**src/rtl/core/csvf_pkg.sv**
```systemverilog
// Shared constants and types of the crossed-string view factor block.
package csvf_pkg;

  localparam int FIELD_W  = 32;
  localparam int LEN_FRAC = 13;
  localparam int VF_W     = 32;
  localparam int Q_BITS   = 31;

  localparam logic [VF_W-1:0] VF_MAX = 32'h7FFF_FFFF;
  localparam logic [VF_W-1:0] VF_MIN = 32'h8000_0000;

  // Result carried from the quotient unit to the output stage.
  typedef struct packed {
    logic [VF_W-1:0] vf;
    logic            degen;
  } vf_res_t;

endpackage

```
**src/rtl/core/csvf_dist2.sv**
```systemverilog
// Squared distance between two points, scaled for the square root, in four stages.
module csvf_dist2 #(
  parameter int COORD_BITS = 32
) (
  input  logic                                          clk,
  input  logic                                          en,
  input  logic [COORD_BITS-1:0]                         a_x,
  input  logic [COORD_BITS-1:0]                         a_y,
  input  logic [COORD_BITS-1:0]                         b_x,
  input  logic [COORD_BITS-1:0]                         b_y,
  output logic [2*(COORD_BITS+csvf_pkg::LEN_FRAC+1)-1:0] rad
);
  import csvf_pkg::*;

  localparam int MW   = COORD_BITS + 1;
  localparam int LO   = MW / 2;
  localparam int HI   = MW - LO;
  localparam int SQ_W = 2 * MW;

  logic signed [MW-1:0] dx, dy;
  logic [MW-1:0]        magx_nxt, magy_nxt, magx_r, magy_r;
  logic [2*HI-1:0]      hhx_r, hhy_r;
  logic [HI+LO-1:0]     hlx_r, hly_r;
  logic [2*LO-1:0]      llx_r, lly_r;
  logic [SQ_W-1:0]      sqx_nxt, sqy_nxt, sqx_r, sqy_r;
  logic [SQ_W-1:0]      sum_nxt, sum_r;

  // Stage 1: coordinate differences and their magnitudes.
  assign dx = $signed({b_x[COORD_BITS-1], b_x}) - $signed({a_x[COORD_BITS-1], a_x});
  assign dy = $signed({b_y[COORD_BITS-1], b_y}) - $signed({a_y[COORD_BITS-1], a_y});
  assign magx_nxt = dx[MW-1] ? MW'(-dx) : MW'(dx);
  assign magy_nxt = dy[MW-1] ? MW'(-dy) : MW'(dy);

  // Stage 3: partial products recombined into the squares.
  assign sqx_nxt = (SQ_W'(hhx_r) << (2*LO)) + (SQ_W'(hlx_r) << (LO+1)) + SQ_W'(llx_r);
  assign sqy_nxt = (SQ_W'(hhy_r) << (2*LO)) + (SQ_W'(hly_r) << (LO+1)) + SQ_W'(lly_r);

  // Stage 4: sum of squares; the sum stays below twice the square of 2^COORD_BITS.
  assign sum_nxt = sqx_r + sqy_r;
  assign rad = {sum_r, {(2*LEN_FRAC){1'b0}}};

  always_ff @(posedge clk) begin
    if (en) begin
      magx_r <= magx_nxt;
      magy_r <= magy_nxt;
      // Stage 2: half-width partial products.
      hhx_r  <= magx_r[MW-1:LO] * magx_r[MW-1:LO];
      hlx_r  <= magx_r[MW-1:LO] * magx_r[LO-1:0];
      llx_r  <= magx_r[LO-1:0] * magx_r[LO-1:0];
      hhy_r  <= magy_r[MW-1:LO] * magy_r[MW-1:LO];
      hly_r  <= magy_r[MW-1:LO] * magy_r[LO-1:0];
      lly_r  <= magy_r[LO-1:0] * magy_r[LO-1:0];
      sqx_r  <= sqx_nxt;
      sqy_r  <= sqy_nxt;
      sum_r  <= sum_nxt;
    end
  end

endmodule

```
**config.mk**
```make
export PLATFORM = sky130hd
export DESIGN_NAME = csvf_dist2
export DESIGN_NICKNAME = d
export VERILOG_FILES = /design/src/rtl/core/csvf_pkg.sv /design/src/rtl/core/csvf_dist2.sv
export SDC_FILE = /design/constraint.sdc
export NUM_CORES = 2
export LEC_CHECK = 0
export ABC_AREA = 1
export CAP_MARGIN = 0
export CORE_MARGIN = 2
export CORE_UTILIZATION = 55
export CTS_CLUSTER_SIZE = 25
export DETAILED_ROUTE_END_ITERATION = 7
export DONT_BUFFER_PORTS = 1
export PLACE_DENSITY_LB_ADDON = 0.05
export SYNTH_ARGS = -nofsm -noshare
export SYNTH_HDL_FRONTEND = slang
export SYNTH_SLANG_ARGS = --single-unit
```
**constraint.sdc**
```tcl
create_clock -name clk -period 10.6 [get_ports clk]
set_input_delay 0.53 -clock clk [delete_from_list [all_inputs] [get_ports clk]]
set_output_delay 0.53 -clock clk [all_outputs]
set_load 0.005 [all_outputs]
```
Yosys cells after proc, flatten, opt, wreduce, memory -nomap -nowiden
Index checks and enable logic that the tools add are counted.
{ "classes": {"mux": 2, "eq_ne": 0, "shifts": 0, "bitwise": 0, "n_reduce_logical": 0, "addsub": 9, "mul": 6, "order_cmp": 0, "n_div": 0} }
{ "op_table": {"columns": ["operator", "n"], "rows": [
  ["$add A66 B32 Y66", 2],
  ["$add A66 B50 Y66", 2],
  ["$mul A17 B17 Y34", 2],
  ["$add A66 B66 Y66", 1],
  ["$mul A17 B16 Y33", 2],
  ["$neg A33 Y33", 2],
  ["$sub A32 B32 Y33", 2],
  ["$mul A16 B16 Y32", 2],
  ["$mux W32", 2]
]} }
{ "word_totals": {"n_memories": 0, "latch_bits": 0, "in_bits": 130, "output_inout_bits": 92, "wordCells": 30, "romBits": 0, "register_bits": 462, "mem_bits_rw": 0} }

Depth between registers and ports, before layout
{ "logic_depth": {"word_depth": 3, "ltp_mapped": 28, "mapped_depth_nobuf": 26} }

Worst setup path after synthesis
Ideal clock, no wire load.
{ "synth_timing": {"path_kind": "reg2reg", "start": "reg magx_r[7]", "end": "reg hlx_r[29] (data pin)", "path_buffers": 2, "setup_slack_ns": 4.820, "arrival_ns": 5.528, "period_less_slack_ns": 5.780, "stages_incl_launch_ff": 25, "setup_time_ns": 0.252, "required_time_ns": 10.348, "path_cell_list": "edfxtp_1 > clkbuf_1 > clkbuf_1 > nand2_1 > fa_1 > inv_1 > fa_1 > inv_1 > fa_1 > inv_1 > fa_1 > fa_1 > inv_1 > fa_1 > inv_1 > ha_1 > nand2_1 > nor2_1 > inv_1 > o21ai_0 > a21oi_1 > o21ai_0 > nand2_1 > nand3_1 > nand2_1"} }
{ "synth_between": {"elab_chain_len": 1} }
{ "synth_rtl": {"columns": ["element", "line", "rtl"], "rows": [
  ["from (decl)", "csvf_dist2.sv:21", "logic [MW-1:0] magx_nxt, magy_nxt, magx_r, magy_r;"],
  ["from (signal assigned)", "csvf_dist2.sv:44", "magx_r <= magx_nxt;"],
  ["$mul A17 B16 Y33", "csvf_dist2.sv:48", "hlx_r <= magx_r[MW-1:LO] * magx_r[LO-1:0];"],
  ["to (signal assigned)", "csvf_dist2.sv:48", null],
  ["to (decl)", "csvf_dist2.sv:23", "logic [HI+LO-1:0] hlx_r, hly_r;"]
]} }
Every way passes these cells.
A chain may end at the register's enable or synchronous reset.

Worst setup path after layout
{ "layout_timing": {"start": "reg magy_r[20]", "end": "reg hhy_r[30] (data pin)"} }
{ "layout_between": {"elab_chain_len": 1} }
{ "layout_rtl": {"columns": ["element", "line", "rtl"], "rows": [
  ["from (decl)", "csvf_dist2.sv:21", null],
  ["from (signal assigned)", "csvf_dist2.sv:45", "magy_r <= magy_nxt;"],
  ["$mul A17 B17 Y34", "csvf_dist2.sv:50", "hhy_r <= magy_r[MW-1:LO] * magy_r[MW-1:LO];"],
  ["to (signal assigned)", "csvf_dist2.sv:50", null],
  ["to (decl)", "csvf_dist2.sv:22", "logic [2*HI-1:0] hhx_r, hhy_r;"]
]} }
Every way passes these cells.

==> metrics.md <==
| Metric | Value |
|---|---|
| P&R area growth vs syn | 4.66% |
| Clock-pin transition on the worst setup and hold timing paths | 0.08 ns |
| Hpwl dp | 161 mm |
| Most frequent cell after synthesis | inv_1 |
| Top cell type's share of synthesized area | 0.285 |
| Reg-to-reg endpoint | hhy_r[30]$_DFFE_PP_ |
| Critical Path, Cell by Cell | buf_4 -> nand2_1 -> fa_1 -> inv_1 -> fa_1 -> inv_1 -> fa_1 -> inv_1 -> ha_1 -> fa_1 -> inv_1 -> fa_1 -> inv_1 -> ha_1 -> nand2_1 -> o21ai_0 -> a21oi_1 -> o21ai_1 -> a21oi_1 -> o21ai_0 -> nand2_1 -> nand4_1 -> nand2_1 |
| Minimum clock period | 6.71 ns |
| IO Count | 222 |
| Critical path depth | 23 |
| Worst Hold Depth | 0 |
| CTS Sinks | 456 |
| Largest family of logic cells by synthesized area | adder cells |
| Starting DRT DRC Count | 3485 |
| Initial Utilization | 0.554 |
| Critical path buffers and inverters | 6 |
| Ys async rst share | 0 |
| Top FF cell, synth | edfxtp_1 |
| Ys Warns | 0 |
| Hold_sp | en |
| Hold buffers post-CTS | 0 |
| H-Tree Depth | 2 |
| Global-route wire length before repair | 331 mm |
| Clk Latency, worst-skew pair | 0.67 ns |
| CP arrival | 7.13 ns |
| F_max | 149 MHz |
| CTS root buffer | clkbuf_16 |
| Vias per cell | 5.20 |
| Input/output buffers | 0 |
| Max_cap viols | 0 |
| Die Y | 384 um |
| Final GP Congestion | 0.906 |
| Setup_tns | 0 ns |
| Worst reg2reg startpoint | magy_r[20]$_DFFE_PP_ |
| Worst hold path class | input port to register |
| Hold EP | llx_r[2]$_DFFE_PP_ |
| CP Max Fanout | 19 |
| Die W | 384 um |
| Cell row count | 139 |
| Synth Area in Compound Gates | 0.0616 |
| WL final | 201 mm |
| Number of global-route vias before repair | 62495 |
| Post-route DRC | 0 |
| Slowest-stage cell, CP | edfxtp_1 |
| CTS buffer count | 56 |
| Core box area | 0.143 mm^2 |
| Filler cells | 13403 |
| Fin. max-slew vios | 0 |
| Final Hold Fails | 0 |
| Max Buffers Root-to-Sink | 3 |
| CTS tree | yes |
| Antenna violations before repair | 2 |
| Critical Path RT | 11.02 ns |
| Adder-cell share of the synthesized area | 0.414 |
| Max incr delay on CP | 0.91 ns |
| Setup crit start kind | register |
| Final period util | 0.633 |
| Register Area | 0.0137 mm^2 |
| Clock Skews | 0.0271 ns |
| Reg2Reg Depth | 23 |
| Post-cts resize count | 0 |
| Multi-input gate area in the final layout | 0.0547 mm^2 |
| Simple logic cell fraction of the synthesized area | 0.167 |
| Post-Synth XOR/XNOR Area | 0.0452 |
| Area contributors post-synth | fa_1, edfxtp_1, ha_1 |
| Syn Inst Count | 9877 |
| Final setup vio count | 0 |
| Post-CTS setup buffers | 0 |
| DRT antenna net count | 0 |
| Yosys reg bits | 456 |
| Post-synth top area cell | fa_1 |
| WL/cell | 17.2 um |
| Synth unique cells | 51 |
| Post-Syn Area | 0.0793 mm^2 |
| CP endpoint kind | register |
| Slew @ Worst Pin | 1.49 ns |
| Final nets | 11818 |
| Syn Area/Cell | 8.03 um^2 |
| R2R setup slack | 3.89 ns |
| Mux cell area share after synthesis | 0 |
| Critical path class | register to register |
| First-pass detailed-route iteration total | 5 |
| Register area share after synthesis | 0.173 |
| Max-slew headroom | 0.00620 |
| Die Area | 0.147 mm^2 |
| EDFF count, synth | 456 |
| Largest net degree at the start of global routing | 457 |
| Via count | 60767 |
| Tot GR Track Use | 0.282 |
| Delay-heaviest family, CP | adder cells |
| Unrepaired setup endpoints after global routing | false |
| GR Overflow Total | 0 |
| Outcome | complete, no violations |
| Most common library cells after synthesis | inv_1, nand2_1, fa_1, ha_1, nor2_1 |
| Share of layout cells above drive strength 1 | 0.0260 |
[layer usage]
layer / up-vias / routed length [um] / part of all wire / GRT usage
li1: 29430 / - / - / -
met1: 29606 / 93700 / 0.47 / 0.407
met2: 1521 / 92200 / 0.46 / 0.456
met3: 210 / 11500 / 0.057 / 0.0369
met4: 0 / 3690 / 0.018 / 0.0550
met5: - / 0 / 0 / 0
[placed cells by master, fill, tap and decap left out, types with 9 or more instances in the layout]
master     instances
a21o_1            39
nand3_1          237
nand2_1         2332
nand4_1           53
buf_4             67
and3_1            10
a31oi_1           70
o21bai_1          50
xor2_1           251
o2111ai_1          9
inv_1           2607
nor4_1            18
or2_2             10
fa_1            1128
nor3_1            55
edfxtp_1         456
o21a_1            15
a21oi_1          417
clkbuf_16         58
nand3b_1          16
o21ai_0          199
a21boi_0          15
nand2_2           32
clkinv_1           9
xnor2_1          158
o211ai_1          11
clkinv_2          11
ha_1             821
nor2_1           486
conb_1            26
nor2_2            18
[worst max-delay path by stage]
| stage | endpoint | start |
|---|---|---|
| 3_3_place_gp | hlx_r[29]$_DFFE_PP_ | magx_r[26]$_DFFE_PP_ |
| 5_1_grt | hlx_r[29]$_DFFE_PP_ | magx_r[26]$_DFFE_PP_ |
| 2_1_floorplan | hlx_r[29]$_DFFE_PP_ | magx_r[7]$_DFFE_PP_ |
| 4_1_cts | hhy_r[25]$_DFFE_PP_ | magy_r[20]$_DFFE_PP_ |
| 3_5_place_dp | hhy_r[30]$_DFFE_PP_ | magy_r[20]$_DFFE_PP_ |
| 6_report | hhy_r[30]$_DFFE_PP_ | magy_r[20]$_DFFE_PP_ |
[logic make-up after synthesis]
family,count (synthesis)
flip-flops,456
buffers and inverters,2906
AND/OR/NAND/NOR,3289
XOR/XNOR,409
AO/OA/AOI/OAI,867
adder cells (fa/ha/maj),1949
other,1
[sequential cells by signal, summed over array words and instances (netlist names)]
name,cells
hhx_r,33
hhy_r,33
hlx_r,33
hly_r,33
llx_r,31
lly_r,31
magx_r,33
magy_r,33
sqx_r,65
sqy_r,65
sum_r,66
[per-stage QoR]
stage / util / setup slack [ns] / instances / area (um^2) / hold WS (ns)
3_5_place_dp: 0.566 / 3.92 / 11584 / 81100 / 0.405
5_1_grt: 0.579 / 3.49 / 11690 / 83000 / 0.139
3_3_place_gp: 0.566 / 4.03 / 11584 / 81100 / 0.402
4_1_cts: 0.579 / 3.91 / 11690 / 83000 / 0.154
6_report: 0.579 / 3.89 / 11691 / 83000 / 0.226
2_1_floorplan: - / 4.82 / 9902 / 79400 / 0.400
[layout make-up]
| class | count | share of cell area |
|---|---|---|
| antenna | 1 | 0.0000301 |
| clock buffer | 61 | 0.0176 |
| clock inverter | 45 | 0.00565 |
| inverter | 2618 | 0.118 |
| multi-input combinational | 6540 | 0.659 |
| sequential | 456 | 0.165 |
| tap | 1903 | 0.0287 |
| timing repair buffer | 67 | 0.00606 |
Power is left out: the tool's default activity adds up to more than one toggle a clock period on the data nets, which glitch-free logic cannot reach.
